`config.mk`:
```
export PLATFORM = sky130hd
export DESIGN_NAME = armed_long_press_detector_unit_flat
export DESIGN_NICKNAME = d
export VERILOG_FILES = /design/src/hdl/alpd_pkg.sv /design/src/hdl/alpd_tick_if.sv /design/src/hdl/alpd_status_if.sv /design/src/hdl/alpd_core.sv /design/src/hdl/armed_long_press_detector_unit.sv /design/src/flat_wrapper.sv
export SDC_FILE = /design/constraint.sdc
export NUM_CORES = 1
export LEC_CHECK = 0
export BUFFER_PORTS_ARGS = -buffer_cell sky130_fd_sc_hd__buf_2
export CAP_MARGIN = 10
export CORE_UTILIZATION = 35
export CTS_CLUSTER_SIZE = 10
export DETAILED_ROUTE_END_ITERATION = 6
export GPL_ROUTABILITY_DRIVEN = 0
export PLACE_DENSITY_LB_ADDON = 0.3
export SYNTH_ARGS = -nofsm -noshare
export SYNTH_HDL_FRONTEND = slang
export SYNTH_HIERARCHICAL = 1
export SYNTH_SLANG_ARGS = --single-unit
```
`constraint.sdc`:
```
create_clock -name clk -period 8.6 [get_ports clk]
set_input_delay 0.43 -clock clk [delete_from_list [all_inputs] [get_ports clk]]
set_output_delay 0.43 -clock clk [all_outputs]
set_load 0.1 [all_outputs]
```
`src/hdl/alpd_pkg.sv`:
```
// Package for the armed long-press detector: timer and register widths,
// register indexes, reset values, state and result types, timer helpers.
// No dependencies.
`default_nettype none

package alpd_pkg;

  localparam int TIMER_WIDTH = 16;
  localparam int CFG_W       = 16;
  localparam int CFG_IDX_W   = 3;
  localparam int CMP_W       = (TIMER_WIDTH > CFG_W) ? TIMER_WIDTH : CFG_W;

  typedef logic [TIMER_WIDTH-1:0] timer_t;
  typedef logic [CFG_W-1:0]       cfg_word_t;

  // register indexes on the configuration port
  typedef enum logic [CFG_IDX_W-1:0] {
    REG_ENABLE     = 3'd0,
    REG_DEBOUNCE   = 3'd1,
    REG_ARM        = 3'd2,
    REG_HOLD       = 3'd3,
    REG_EXEC_DELAY = 3'd4
  } cfg_reg_t;

  localparam logic      ENABLE_RESET   = 1'b1;
  localparam cfg_word_t DEBOUNCE_RESET = 16'd40;
  localparam cfg_word_t ARM_RESET      = 16'd500;
  localparam cfg_word_t HOLD_RESET     = 16'd10000;
  localparam cfg_word_t EXEC_RESET     = 16'd900;

  typedef struct packed {
    logic      enable;
    cfg_word_t debounce_ticks;
    cfg_word_t arm_ticks;
    cfg_word_t hold_ticks;
    cfg_word_t exec_delay_ticks;
  } cfg_t;

  typedef struct packed {
    logic   raw_level;
    timer_t since_change;
    logic   stable_level;
    logic   armed_flag;
    logic   release_seen;
    timer_t release_timer;
    logic   press_seen;
    timer_t press_timer;
    logic   fired;
    logic   pending_flag;
    timer_t exec_timer;
    logic   exec_done;
  } state_t;

  typedef struct packed {
    logic stable_pressed;
    logic armed;
    logic holding;
    logic trigger_pulse;
    logic pending;
    logic execute_pulse;
  } result_t;

  function automatic timer_t sat_inc(input timer_t v);
    return (v == '1) ? v : v + timer_t'(1);
  endfunction

  // timer >= limit, both zero-extended to a common width
  function automatic logic reached(input timer_t t, input cfg_word_t lim);
    logic [CMP_W-1:0] a;
    logic [CMP_W-1:0] b;
    a = CMP_W'(t);
    b = CMP_W'(lim);
    return a >= b;
  endfunction

endpackage

`default_nettype wire

```
`src/hdl/alpd_tick_if.sv`:
```
// Input channel: one tick word with the raw button level and failure flag.
// No dependencies.
`default_nettype none

interface alpd_tick_if;
  logic valid;
  logic ready;
  logic raw_pressed;
  logic command_failed;

  modport source (output valid, raw_pressed, command_failed, input ready);
  modport sink   (input valid, raw_pressed, command_failed, output ready);
endinterface

`default_nettype wire

```
`src/hdl/alpd_status_if.sv`:
```
// Output channel: one status word per tick.
// No dependencies.
`default_nettype none

interface alpd_status_if;
  logic valid;
  logic ready;
  logic stable_pressed;
  logic armed;
  logic holding;
  logic trigger_pulse;
  logic pending;
  logic execute_pulse;

  modport source (output valid, stable_pressed, armed, holding, trigger_pulse,
                  pending, execute_pulse, input ready);
  modport sink   (input valid, stable_pressed, armed, holding, trigger_pulse,
                  pending, execute_pulse, output ready);
endinterface

`default_nettype wire

```
`src/hdl/alpd_core.sv`:
```
// Detector state and its one-tick update: debounce, arming, hold timer,
// pending flag and execute delay. Depends on alpd_pkg.
`default_nettype none

module alpd_core (
  input  wire logic             clk,
  input  wire logic             rst,
  input  wire logic             step,
  input  wire logic             raw_pressed,
  input  wire logic             command_failed,
  input  wire alpd_pkg::cfg_t   cfg,
  output alpd_pkg::result_t     result
);

  alpd_pkg::state_t st;
  alpd_pkg::state_t st_next;
  logic             trig;
  logic             exec;

  always_comb begin
    st_next = st;
    trig    = 1'b0;
    exec    = 1'b0;
    if (cfg.enable) begin
      if (!st.pending_flag) begin
        // debounce
        if (raw_pressed != st.raw_level) begin
          st_next.raw_level    = raw_pressed;
          st_next.since_change = '0;
        end else begin
          st_next.since_change = alpd_pkg::sat_inc(st.since_change);
        end
        if (alpd_pkg::reached(st_next.since_change, cfg.debounce_ticks)) begin
          st_next.stable_level = st_next.raw_level;
        end

        if (!st.armed_flag) begin
          if (st_next.stable_level) begin
            st_next.release_seen = 1'b0;
            st_next.press_seen   = 1'b0;
            st_next.fired        = 1'b0;
          end else if (!st.release_seen) begin
            st_next.release_seen  = 1'b1;
            st_next.release_timer = '0;
          end else begin
            st_next.release_timer = alpd_pkg::sat_inc(st.release_timer);
            if (alpd_pkg::reached(st_next.release_timer, cfg.arm_ticks)) begin
              st_next.armed_flag = 1'b1;
            end
          end
        end else begin
          if (!st_next.stable_level) begin
            st_next.press_seen = 1'b0;
            st_next.fired      = 1'b0;
          end else if (!st.press_seen) begin
            st_next.press_seen  = 1'b1;
            st_next.press_timer = '0;
          end else if (!st.fired) begin
            st_next.press_timer = alpd_pkg::sat_inc(st.press_timer);
            if (alpd_pkg::reached(st_next.press_timer, cfg.hold_ticks)) begin
              st_next.fired = 1'b1;
              trig          = 1'b1;
            end
          end
        end

        if (trig) begin
          st_next.pending_flag = 1'b1;
          st_next.exec_timer   = '0;
          st_next.exec_done    = 1'b0;
        end
      end

      // execute delay; the trigger tick itself does not count
      if (st_next.pending_flag && !st_next.exec_done) begin
        if (!trig) begin
          st_next.exec_timer = alpd_pkg::sat_inc(st_next.exec_timer);
        end
        if (alpd_pkg::reached(st_next.exec_timer, cfg.exec_delay_ticks)) begin
          st_next.exec_done = 1'b1;
          exec              = 1'b1;
        end
      end

      if (st_next.pending_flag && st_next.exec_done && command_failed) begin
        st_next.pending_flag = 1'b0;
      end
    end
  end

  always_comb begin
    result.stable_pressed = st_next.stable_level;
    result.armed          = st_next.armed_flag;
    result.holding        = st_next.press_seen && !st_next.fired;
    result.trigger_pulse  = trig;
    result.pending        = st_next.pending_flag;
    result.execute_pulse  = exec;
  end

  always_ff @(posedge clk) begin
    if (rst) begin
      st <= '0;
    end else if (step) begin
      st <= st_next;
    end
  end

endmodule

`default_nettype wire

```
`src/hdl/armed_long_press_detector_unit.sv`:
```
// Top level of the armed long-press detector: configuration registers,
// input register, result register. Depends on alpd_pkg, alpd_tick_if,
// alpd_status_if and alpd_core.
//
//   channel   direction  word
//   ticks     in         raw_pressed, command_failed (one per ms tick)
//   status    out        stable_pressed, armed, holding, trigger_pulse,
//                        pending, execute_pulse
//   cfg_*     in         write enable, 3-bit register index, 16-bit data
//
// One word per cycle sustained while status is ready. A tick goes into the
// input register, then its state update into the result register; a stall
// on status can hold it in the input register between the two. The state
// update is a few 16-bit increments and compares. rst is synchronous:
// state clears, registers take reset values. A stalled status word holds;
// the input register keeps filling as long as the result register drains.
`default_nettype none

module armed_long_press_detector_unit (
  input  wire logic                              clk,
  input  wire logic                              rst,
  alpd_tick_if.sink                              ticks,
  alpd_status_if.source                          status,
  input  wire logic                              cfg_we,
  input  wire logic [alpd_pkg::CFG_IDX_W-1:0]    cfg_index,
  input  wire logic [alpd_pkg::CFG_W-1:0]        cfg_data
);

  alpd_pkg::cfg_t    cfg;
  logic              in_valid;
  logic              in_raw;
  logic              in_failed;
  logic              out_valid;
  alpd_pkg::result_t out_word;
  alpd_pkg::result_t result;
  logic              advance;
  logic              step;

  always_ff @(posedge clk) begin
    if (rst) begin
      cfg.enable           <= alpd_pkg::ENABLE_RESET;
      cfg.debounce_ticks   <= alpd_pkg::DEBOUNCE_RESET;
      cfg.arm_ticks        <= alpd_pkg::ARM_RESET;
      cfg.hold_ticks       <= alpd_pkg::HOLD_RESET;
      cfg.exec_delay_ticks <= alpd_pkg::EXEC_RESET;
    end else if (cfg_we) begin
      unique case (alpd_pkg::cfg_reg_t'(cfg_index))
        alpd_pkg::REG_ENABLE:     cfg.enable           <= cfg_data[0];
        alpd_pkg::REG_DEBOUNCE:   cfg.debounce_ticks   <= cfg_data;
        alpd_pkg::REG_ARM:        cfg.arm_ticks        <= cfg_data;
        alpd_pkg::REG_HOLD:       cfg.hold_ticks       <= cfg_data;
        alpd_pkg::REG_EXEC_DELAY: cfg.exec_delay_ticks <= cfg_data;
        default: ;
      endcase
    end
  end

  assign advance     = !out_valid || status.ready;
  assign step        = in_valid && advance;
  assign ticks.ready = !in_valid || advance;

  always_ff @(posedge clk) begin
    if (rst) begin
      in_valid <= 1'b0;
    end else if (ticks.ready) begin
      in_valid <= ticks.valid;
    end
  end

  always_ff @(posedge clk) begin
    if (ticks.ready && ticks.valid) begin
      in_raw    <= ticks.raw_pressed;
      in_failed <= ticks.command_failed;
    end
  end

  alpd_core u_core (
    .clk            (clk),
    .rst            (rst),
    .step           (step),
    .raw_pressed    (in_raw),
    .command_failed (in_failed),
    .cfg            (cfg),
    .result         (result)
  );

  always_ff @(posedge clk) begin
    if (rst) begin
      out_valid <= 1'b0;
    end else if (advance) begin
      out_valid <= in_valid;
    end
  end

  always_ff @(posedge clk) begin
    if (step) begin
      out_word <= result;
    end
  end

  assign status.valid          = out_valid;
  assign status.stable_pressed = out_word.stable_pressed;
  assign status.armed          = out_word.armed;
  assign status.holding        = out_word.holding;
  assign status.trigger_pulse  = out_word.trigger_pulse;
  assign status.pending        = out_word.pending;
  assign status.execute_pulse  = out_word.execute_pulse;

endmodule

`default_nettype wire
```
`src/flat_wrapper.sv`:
```
// flat-port wrapper written by rule: the top's interface ports become plain ports
module armed_long_press_detector_unit_flat 
  (clk, rst, cfg_we, cfg_index, cfg_data, ticks_valid, ticks_raw_pressed, ticks_command_failed, ticks_ready, status_valid, status_stable_pressed, status_armed, status_holding, status_trigger_pulse, status_pending, status_execute_pulse, status_ready);
  alpd_tick_if ticks_i ();
  alpd_status_if status_i ();
  input  wire logic clk;
  input  wire logic rst;
  input  wire logic cfg_we;
  input  wire logic [alpd_pkg::CFG_IDX_W-1:0] cfg_index;
  input  wire logic [alpd_pkg::CFG_W-1:0] cfg_data;
  input wire logic [$bits(ticks_i.valid)-1:0] ticks_valid;
  input wire logic [$bits(ticks_i.raw_pressed)-1:0] ticks_raw_pressed;
  input wire logic [$bits(ticks_i.command_failed)-1:0] ticks_command_failed;
  output wire logic [$bits(ticks_i.ready)-1:0] ticks_ready;
  output wire logic [$bits(status_i.valid)-1:0] status_valid;
  output wire logic [$bits(status_i.stable_pressed)-1:0] status_stable_pressed;
  output wire logic [$bits(status_i.armed)-1:0] status_armed;
  output wire logic [$bits(status_i.holding)-1:0] status_holding;
  output wire logic [$bits(status_i.trigger_pulse)-1:0] status_trigger_pulse;
  output wire logic [$bits(status_i.pending)-1:0] status_pending;
  output wire logic [$bits(status_i.execute_pulse)-1:0] status_execute_pulse;
  input wire logic [$bits(status_i.ready)-1:0] status_ready;
  assign ticks_i.valid = ticks_valid;
  assign ticks_i.raw_pressed = ticks_raw_pressed;
  assign ticks_i.command_failed = ticks_command_failed;
  assign ticks_ready = ticks_i.ready;
  assign status_valid = status_i.valid;
  assign status_stable_pressed = status_i.stable_pressed;
  assign status_armed = status_i.armed;
  assign status_holding = status_i.holding;
  assign status_trigger_pulse = status_i.trigger_pulse;
  assign status_pending = status_i.pending;
  assign status_execute_pulse = status_i.execute_pulse;
  assign status_i.ready = status_ready;
  armed_long_press_detector_unit u_core (.clk(clk), .rst(rst), .ticks(ticks_i), .status(status_i), .cfg_we(cfg_we), .cfg_index(cfg_index), .cfg_data(cfg_data));
endmodule
```
==> impl_metrics.json, run 1 <==
{
  "grt_first_pass_wirelength_um": 39900,
  "synthArstFlopShare": 0,
  "power.sequential.fraction": 0.460,
  "count_of_flip_flops_with_a_built_in_enable_after_synthesis": 8,
  "worst-endpoint-arrival_ps": 7470,
  "synth-xor-area-share": 0.0377,
  "worst_setup_path_start_kind": "flop",
  "placement_stage_worst_setup_slack_ps": 1410,
  "post_cts.repair.setup_buffers": 0,
  "post-dp-hpwl_um": 17800,
  "outcome": "finished clean",
  "synthFlopType": "sky130_fd_sc_hd__dfxtp_1",
  "timing.critical_path.from": "u_core/u_core/st[60]$_SDFFE_PP0P_",
  "max_stage_delay_ps": 590,
  "cts_buffers": 17,
  "adder_cell_share_of_the_synthesized_area": 0.0920,
  "cts_hold_buffers": 0,
  "setup_slack_ps": 1300,
  "floorplan.rows": 59,
  "wl_per_cell_um": 16.3,
  "synth.mux.area_fraction": 0.0795,
  "holdWs_ps": 186,
  "clkTransAtPathRegs_ps": 60,
  "die-height_um": 167,
  "wirelength_um": 24600,
  "power.switching_mw": 0.414,
  "critical_path_depth": 30,
  "power_report.internal_total_mw": 1.12,
  "clkLatencyLatePin_ps": 440,
  "netlist-cell-type-count": 80,
  "finalNonFillerCells": 1505,
  "antenna_cells_inserted": 0,
  "largest_register_ff_count": 72,
  "synth-seq-area-share": 0.318,
  "required_ps": 8780,
  "globalRouteOverflowTotal": 0,
  "ios": 34,
  "max-cap-violations": 0,
  "cts_root_buf": "sky130_fd_sc_hd__clkbuf_16",
  "detailed_router_iteration_count_before_antenna_repair": 5,
  "dp_cell_count": 1473,
  "worst-r2r-cell-count": 30,
  "core_region_area_mm2": 0.0264,
  "placed_cell_area_mm2": 0.00981,
  "cts-root-to-sink-buffers": 2,
  "synth_top_family_by_area": "simple AND/OR/NAND/NOR gates",
  "path_buf_inv": 2,
  "fmax_mhz": 137,
  "syn_nets": 1255,
  "met3_wirelength_um": 708,
  "post-route-util": 0.393,
  "cp_top_family": "simple AND/OR/NAND/NOR gates",
  "routed-via-count": 8046,
  "h_tree_depth": 4,
  "cts_tree": "done",
  "layout-drive-gt1-share": 0.0889,
  "dr_wl_met2_um": 12000,
  "min-delay-path-class": "input port to flop",
  "max_fanout_on_critical_path": 14,
  "cp-end-kind": "flop",
  "total_leakage_power_nw": 4.16,
  "clock-skew-final_ps": 18.7,
  "post_synth_simple_gate_area": 0.250,
  "criticalPathCategory": "flop to flop",
  "count_of_buffers_inserted_at_the_top_level_ports": 33,
  "setup_viol": 0,
  "grt_setup_unrepaired": "no",
  "final_min_period_over_clock_period": 0.848,
  "launch_point_of_the_worst_hold_path": "ticks_command_failed",
  "worst_path_max_delay_cell": "sky130_fd_sc_hd__nor4_1",
  "cts_sinks": 147,
  "effective_utilization_at_floorplan": 0.361,
  "most-common-layout-cells": "sky130_fd_sc_hd__dfxtp_1 (139), sky130_fd_sc_hd__nor2_1 (110), sky130_fd_sc_hd__inv_1 (84)",
  "final_nets": 1253,
  "yosysWarningCount": 6,
  "timing.hold.worst_path_depth": 1,
  "final-max-slew-violation-count": 0,
  "post_synth.cell_area_avg_um2": 8.21,
  "antenna_violating_nets_post_route": 0,
  "vias_in_the_first_global_route": 7632,
  "drt_iter0_drc": 497,
  "power.density_cell_area_mw_per_mm2": 148,
  "layout.cells.most_common": "sky130_fd_sc_hd__dfxtp_1",
  "gate_power_share": 0.071,
  "p_clk_frac": 0.469,
  "syn-cell-area_mm2": 0.00952,
  "antenna_found_initial": 0,
  "die_w_um": 167,
  "report.final.hold_viol_count": 0,
  "area.growth.synth_to_final_pct": 8.87,
  "totalPowerFinal_mw": 1.53,
  "power_switching_share": 0.270,
  "highest-signal-layer": "met4",
  "vdd_drop_max_uv": 132,
  "worst-slew-pin-transition_ps": 1140,
  "final_cell_area_mm2": 0.0104,
  "regToRegStartpoint": "u_core/u_core/st[60]$_SDFFE_PP0P_",
  "fin_setup_tns_ps": 0,
  "tot_gr_track_use": 0.179,
  "drc": 0,
  "detail_route.vias_per_cell": 5.35,
  "grt_start_max_net_pins": 120,
  "drt-met1-wl_um": 11400,
  "cts_repair_resize_count": 0,
  "max_flop_register": "u_core/u_core/st",
  "reg.largest.list": "u_core/u_core/st x72, u_core/cfg x65",
  "final.min_clock_period_ps": 7300,
  "synthesis.instances": 1159,
  "synth_area_in_compound_gates": 0.152,
  "synth-seq-cells": 147,
  "die_area_mm2": 0.0279,
  "slew_headroom": 0.239
}
cell usage after synthesis (5+ instances only):
cell type / instances / area, µm²
sky130_fd_sc_hd__dfxtp_1: 139 / 2780
sky130_fd_sc_hd__nor2_1: 110 / 413
sky130_fd_sc_hd__inv_1: 84 / 315
sky130_fd_sc_hd__a21oi_1: 82 / 410
sky130_fd_sc_hd__nand2_1: 81 / 304
sky130_fd_sc_hd__nand2b_1: 75 / 469
sky130_fd_sc_hd__ha_1: 70 / 876
sky130_fd_sc_hd__mux2i_1: 70 / 701
sky130_fd_sc_hd__nand3_1: 53 / 265
sky130_fd_sc_hd__o21ai_0: 42 / 210
sky130_fd_sc_hd__nand4_1: 31 / 194
sky130_fd_sc_hd__clkbuf_1: 27 / 101
sky130_fd_sc_hd__xnor2_1: 25 / 219
sky130_fd_sc_hd__nor3_1: 22 / 110
sky130_fd_sc_hd__buf_2: 18 / 90.1
sky130_fd_sc_hd__xor2_1: 16 / 140
sky130_fd_sc_hd__o21a_1: 13 / 97.6
sky130_fd_sc_hd__a21o_1: 12 / 90.1
sky130_fd_sc_hd__and2_1: 12 / 75.1
sky130_fd_sc_hd__and3_1: 12 / 75.1
sky130_fd_sc_hd__a311oi_1: 11 / 96.3
sky130_fd_sc_hd__a31oi_1: 10 / 62.6
sky130_fd_sc_hd__or3_1: 9 / 56.3
sky130_fd_sc_hd__edfxtp_1: 8 / 240
sky130_fd_sc_hd__nor4_1: 8 / 50.1
sky130_fd_sc_hd__a211oi_1: 7 / 52.6
sky130_fd_sc_hd__and4_1: 6 / 52.6
sky130_fd_sc_hd__buf_4: 6 / 45.0
sky130_fd_sc_hd__nor2b_1: 6 / 37.5
sky130_fd_sc_hd__o32ai_1: 6 / 52.6
sky130_fd_sc_hd__buf_6: 5 / 56.3
sky130_fd_sc_hd__mux2_2: 5 / 56.3
kinds of logic (layout without fill, tap and decap cells):
kind of cell,count (synthesis),in the layout
buffers and inverters,146,157
DFF,147,147
adders and majority gates,70,70
AOI/OAI and AO/OA,225,225
xor gates and xnor gates,41,41
and+or+nand+nor,455,455
muxes,75,75
routing by layer:
layer	global-route usage	vias to the layer above
met5	0	-
met4	0.0564	0
met3	0.0285	30
met2	0.311	154
met1	0.226	3779
li1	-	4083
final cells by class:
class	instances	area [µm²]
timing repair buffer	41	228
fill	2605	16000
inverter	84	315
clock buffer	18	439
multi-input combinational	866	5820
tap	335	419
clock inverter	14	118
sequential	147	3020
power groups by stage:
stage / combinational [mW] / clock [mW] / sequential (mW)
after floorplan: 0.0690 / 0 / 0.727
after global placement: 0.109 / 0 / 0.719
after detailed placement: 0.109 / 0 / 0.719
after CTS: 0.110 / 0.735 / 0.703
after global routing: 0.118 / 0.761 / 0.704
final: 0.109 / 0.719 / 0.703
path summary, 6_finish.rpt:
kind                                                         endpoint  slack (ps)
worst min register to register       u_core/status.valid$_SDFFE_PP0P_         470
worst max-delay path            u_core/status.execute_pulse$_DFFE_PP_        1300
worst min-delay path                       u_core/in_failed$_DFFE_PP_         190
worst max register to register  u_core/status.execute_pulse$_DFFE_PP_        1300
Power figures use the tool's default switching activity.
==> run 2, diff against run 1 <==
clock period = 7.7 ns   (was 8.6 ns; I/O delays follow)
==> impl_metrics.json, run 2 (synthesized netlist as in run 1, its figures left out) <==
{
  "outcome": "finished clean",
  "worst-r2r-cell-count": 28,
  "fmax_mhz": 144,
  "worst_setup_path_start_kind": "flop",
  "worst-slew-pin-transition_ps": 1110,
  "die-height_um": 167,
  "clock-skew-final_ps": 16.7,
  "most-common-layout-cells": "sky130_fd_sc_hd__dfxtp_1 (139), sky130_fd_sc_hd__nor2_1 (110), sky130_fd_sc_hd__inv_1 (84)",
  "antenna_cells_inserted": 0,
  "globalRouteOverflowTotal": 0,
  "core_region_area_mm2": 0.0264,
  "cp-end-kind": "flop",
  "effective_utilization_at_floorplan": 0.361,
  "grt_first_pass_wirelength_um": 40600,
  "routed-via-count": 8112,
  "detail_route.vias_per_cell": 5.38,
  "largest_register_ff_count": 72,
  "fin_setup_tns_ps": 0,
  "clkTransAtPathRegs_ps": 60,
  "post-route-util": 0.395,
  "tot_gr_track_use": 0.182,
  "final.min_clock_period_ps": 6940,
  "clkLatencyLatePin_ps": 430,
  "worst-endpoint-arrival_ps": 7120,
  "antenna_found_initial": 0,
  "antenna_violating_nets_post_route": 0,
  "worst_path_max_delay_cell": "sky130_fd_sc_hd__or4_4",
  "layout.cells.most_common": "sky130_fd_sc_hd__dfxtp_1",
  "post-dp-hpwl_um": 18000,
  "path_buf_inv": 0,
  "critical-path-top-cell-by-count": "sky130_fd_sc_hd__nor2_1",
  "die_area_mm2": 0.0279,
  "cts_tree": "done",
  "cts_hold_buffers": 0,
  "drt_iter0_drc": 515,
  "cts_sinks": 147,
  "required_ps": 7890,
  "drc": 0,
  "grt_start_max_net_pins": 83,
  "max_stage_delay_ps": 540,
  "max_fanout_on_critical_path": 10,
  "r2r_setup_slack_ps": 760,
  "cts_buffers": 17,
  "h_tree_depth": 4,
  "critical_path_depth": 28,
  "criticalPathCategory": "flop to flop",
  "vdd_drop_max_uv": 140,
  "cts_root_buf": "sky130_fd_sc_hd__clkbuf_16",
  "reg.largest.list": "u_core/u_core/st x72, u_core/cfg x65",
  "slew_headroom": 0.255,
  "max-cap-violations": 0,
  "ios": 34,
  "final-max-slew-violation-count": 0,
  "wirelength_um": 24600,
  "min-delay-path-class": "input port to flop",
  "count_of_buffers_inserted_at_the_top_level_ports": 33,
  "max_flop_register": "u_core/u_core/st",
  "vias_in_the_first_global_route": 7849,
  "area.growth.synth_to_final_pct": 9.24,
  "timing.hold.worst_path_depth": 1,
  "total_leakage_power_nw": 4.17,
  "report.final.hold_viol_count": 0,
  "detailed_router_iteration_count_before_antenna_repair": 5,
  "cp_top_family": "simple AND/OR/NAND/NOR gates",
  "layout-drive-gt1-share": 0.0913,
  "setup_viol": 0,
  "final_nets": 1255,
  "grt_setup_unrepaired": "no",
  "cts-root-to-sink-buffers": 2,
  "die_w_um": 167,
  "wl_per_cell_um": 16.3,
  "power.density_cell_area_mw_per_mm2": 166,
  "floorplan.rows": 59,
  "final_min_period_over_clock_period": 0.901
}
==> run 2: area by class of cell <==
cell class / count / area [µm²]
clock buffer: 17 / 425
clock inverter: 15 / 145
fill: 2642 / 16000
inverter: 84 / 315
multi-input combinational: 866 / 5830
sequential: 147 / 3020
tap: 335 / 419
timing repair buffer: 43 / 243
==> run 2: power by group <==
part	switching [mW]	internal [mW]	total, mW
sequential	0.00722	0.778	0.786
combinational	0.0838	0.0377	0.121
clock	0.366	0.452	0.818
==> run 2: per-layer routing <==
layer / routed length (µm) / part of all wire / track usage / vias up
met3: 724 / 0.029 / 0.0314 / 19
met1: 11400 / 0.46 / 0.230 / 3876
met2: 12100 / 0.49 / 0.315 / 119
met5: 0 / 0 / 0 / -
li1: - / - / - / 4098
met4: 398 / 0.016 / 0.0556 / 0
==> run 2: through the flow <==
stage	cell area, µm²	instances	worst slack (ps)	power, mW	hold slack [ps]
6_report	10400	1507	762	1.72	134
5_1_grt	10400	1507	239	1.79	111
4_1_cts	10400	1505	515	1.75	110
3_5_place_dp	9810	1473	557	0.924	460
3_3_place_gp	9810	1473	673	0.924	442
2_1_floorplan	9520	1159	707	0.889	434
==> run 2: final timing paths <==
path                                          start                               endpoint
hold / removal                    ticks_raw_pressed                u_core/in_raw$_DFFE_PP_
hold reg to reg        u_core/in_valid$_SDFFE_PP0P_       u_core/status.valid$_SDFFE_PP0P_
setup reg to reg  u_core/u_core/st[55]$_SDFFE_PP0P_  u_core/status.execute_pulse$_DFFE_PP_
setup / recovery  u_core/u_core/st[55]$_SDFFE_PP0P_  u_core/status.execute_pulse$_DFFE_PP_
==> run 2: timing repair <==
action                                  in CTS  in global routing
endpoints found under the hold margin        0                  0
endpoints found under the setup margin       0                  4
buffers inserted                             0                  2
resized for setup                            0                  1
==> run 3, diff against run 2 <==
CORE_UTILIZATION = 50   (was 35)
==> impl_metrics.json, run 3 (synthesized netlist as in run 1, its figures left out) <==
{
  "critical-path-top-cell-by-count": "sky130_fd_sc_hd__nor2_1",
  "layout-drive-gt1-share": 0.0888,
  "drc": 0,
  "effective_utilization_at_floorplan": 0.509,
  "grt_setup_unrepaired": "no",
  "timing.hold.worst_path_depth": 1,
  "cp-end-kind": "flop",
  "critical_path.reg2reg.endpoint": "u_core/status.execute_pulse$_DFFE_PP_",
  "max_fanout_on_critical_path": 9,
  "placement_stage_worst_setup_slack_ps": 523,
  "worst-endpoint-arrival_ps": 7250,
  "post_cts.repair.setup_buffers": 0,
  "setup_slack_ps": 634,
  "detailed_router_iteration_count_before_antenna_repair": 5,
  "total_leakage_power_nw": 4.18,
  "h_tree_depth": 4,
  "critical_path_depth": 28,
  "cts_root_buf": "sky130_fd_sc_hd__clkbuf_16",
  "r2r_setup_slack_ps": 630,
  "clock-skew-final_ps": 9.21,
  "die-height_um": 140,
  "core_region_area_mm2": 0.0187,
  "outcome": "finished clean",
  "max_stage_delay_ps": 550,
  "grt_first_pass_wirelength_um": 38000,
  "path_buf_inv": 0,
  "timing.hold.worst_endpoint": "u_core/in_failed$_DFFE_PP_",
  "cp_top_family": "simple AND/OR/NAND/NOR gates",
  "final-max-slew-violation-count": 0,
  "worst_setup_path_start_kind": "flop",
  "launch_point_of_the_worst_hold_path": "ticks_command_failed",
  "final_min_period_over_clock_period": 0.918,
  "routed-via-count": 8228,
  "area.growth.synth_to_final_pct": 8.24,
  "clkLatencyLatePin_ps": 420,
  "final_nets": 1254,
  "floorplan.rows": 50,
  "cts_sinks": 147,
  "cts_tree": "done",
  "reg.largest.list": "u_core/u_core/st x72, u_core/cfg x65",
  "clkTransAtPathRegs_ps": 60,
  "post-dp-hpwl_um": 16900,
  "count_of_buffers_inserted_at_the_top_level_ports": 33,
  "wirelength_um": 23700,
  "die_area_mm2": 0.0196,
  "criticalPathCategory": "flop to flop",
  "power.density_cell_area_mw_per_mm2": 171,
  "final.min_clock_period_ps": 7070,
  "antenna_cells_inserted": 0,
  "grt_start_max_net_pins": 105,
  "report.final.hold_viol_count": 0,
  "layout.cells.most_common": "sky130_fd_sc_hd__dfxtp_1",
  "drt_iter0_drc": 626,
  "worst-slew-pin-transition_ps": 1170,
  "cts_repair_resize_count": 0,
  "fmax_mhz": 142,
  "fin_setup_tns_ps": 0,
  "most-common-layout-cells": "sky130_fd_sc_hd__dfxtp_1 (139), sky130_fd_sc_hd__nor2_1 (110), sky130_fd_sc_hd__inv_1 (84)",
  "min-delay-path-class": "input port to flop",
  "required_ps": 7880,
  "max_flop_register": "u_core/u_core/st",
  "detail_route.vias_per_cell": 5.86,
  "vias_in_the_first_global_route": 7527,
  "cts_buffers": 17,
  "wl_per_cell_um": 16.8,
  "largest_register_ff_count": 72,
  "regToRegStartpoint": "u_core/u_core/st[59]$_SDFFE_PP0P_",
  "ios": 34,
  "setup_viol": 0,
  "worst-r2r-cell-count": 28,
  "cts_hold_buffers": 0,
  "cts-root-to-sink-buffers": 2,
  "globalRouteOverflowTotal": 0,
  "totalPowerFinal_mw": 1.76,
  "vdd_drop_max_uv": 136,
  "antenna_violating_nets_post_route": 0,
  "tot_gr_track_use": 0.244,
  "antenna_found_initial": 0,
  "worst_path_max_delay_cell": "sky130_fd_sc_hd__or4_4",
  "die_w_um": 140,
  "max-cap-violations": 0,
  "slew_headroom": 0.214,
  "holdWs_ps": 135
}
==> run 3: layer usage <==
layer | global-route usage | vias to the layer above | part of all wire
met5 | 0 | - | 0
met4 | 0.113 | 0 | 0.035
met2 | 0.382 | 212 | 0.45
met1 | 0.323 | 3881 | 0.47
met3 | 0.0482 | 45 | 0.048
li1 | - | 4090 | -
==> run 3: worst reg2reg max path: cells and delay by family (launching register included) <==
kind | cells | cell delay [ps]
and+or+nand+nor | 17 | 3630
xor gates and xnor gates | 2 | 300
DFF | 1 | 450
AOI/OAI and AO/OA | 6 | 1520
adders and majority gates | 3 | 930
==> run 3: report_power, final <==
part / total [mW] / switching [mW] / internal [mW]
Combinational: 0.125 / 0.0861 / 0.0384
Clock: 0.854 / 0.335 / 0.519
Sequential: 0.786 / 0.00715 / 0.779
Total: 1.76 / 0.429 / 1.34
==> run 3: worst max-delay path by stage <==
| stage | endpoint | from | slack, ps |
|---|---|---|---|
| global route | u_core/status.execute_pulse$_DFFE_PP_ | u_core/u_core/st[59]$_SDFFE_PP0P_ | 70 |
| CTS | u_core/status.execute_pulse$_DFFE_PP_ | u_core/u_core/st[59]$_SDFFE_PP0P_ | 510 |
| finish | u_core/status.execute_pulse$_DFFE_PP_ | u_core/u_core/st[59]$_SDFFE_PP0P_ | 630 |
| global placement | u_core/status.execute_pulse$_DFFE_PP_ | u_core/u_core/st[59]$_SDFFE_PP0P_ | 770 |
| detailed placement | u_core/status.execute_pulse$_DFFE_PP_ | u_core/u_core/st[59]$_SDFFE_PP0P_ | 520 |
| floorplan | u_core/status.execute_pulse$_DFFE_PP_ | u_core/u_core/st[59]$_SDFFE_PP0P_ | 710 |
==> run 3: through the flow <==
stage | area (µm²) | cells | utilization
3_5_place_dp | 9680 | 1372 | 0.518
5_1_grt | 10300 | 1405 | 0.551
3_3_place_gp | 9680 | 1372 | 0.518
6_report | 10300 | 1405 | 0.551
2_1_floorplan | 9520 | 1159 | -
4_1_cts | 10300 | 1404 | 0.550
==> run 3: final cells by class <==
class | count | area [µm²]
Fill cell | 1735 | 8400
Clock inverter | 12 | 155
Clock buffer | 20 | 447
Multi-Input combinational cell | 866 | 5830
Timing Repair Buffer | 42 | 243
Sequential cell | 147 | 3020
Tap cell | 234 | 293
Inverter | 84 | 315
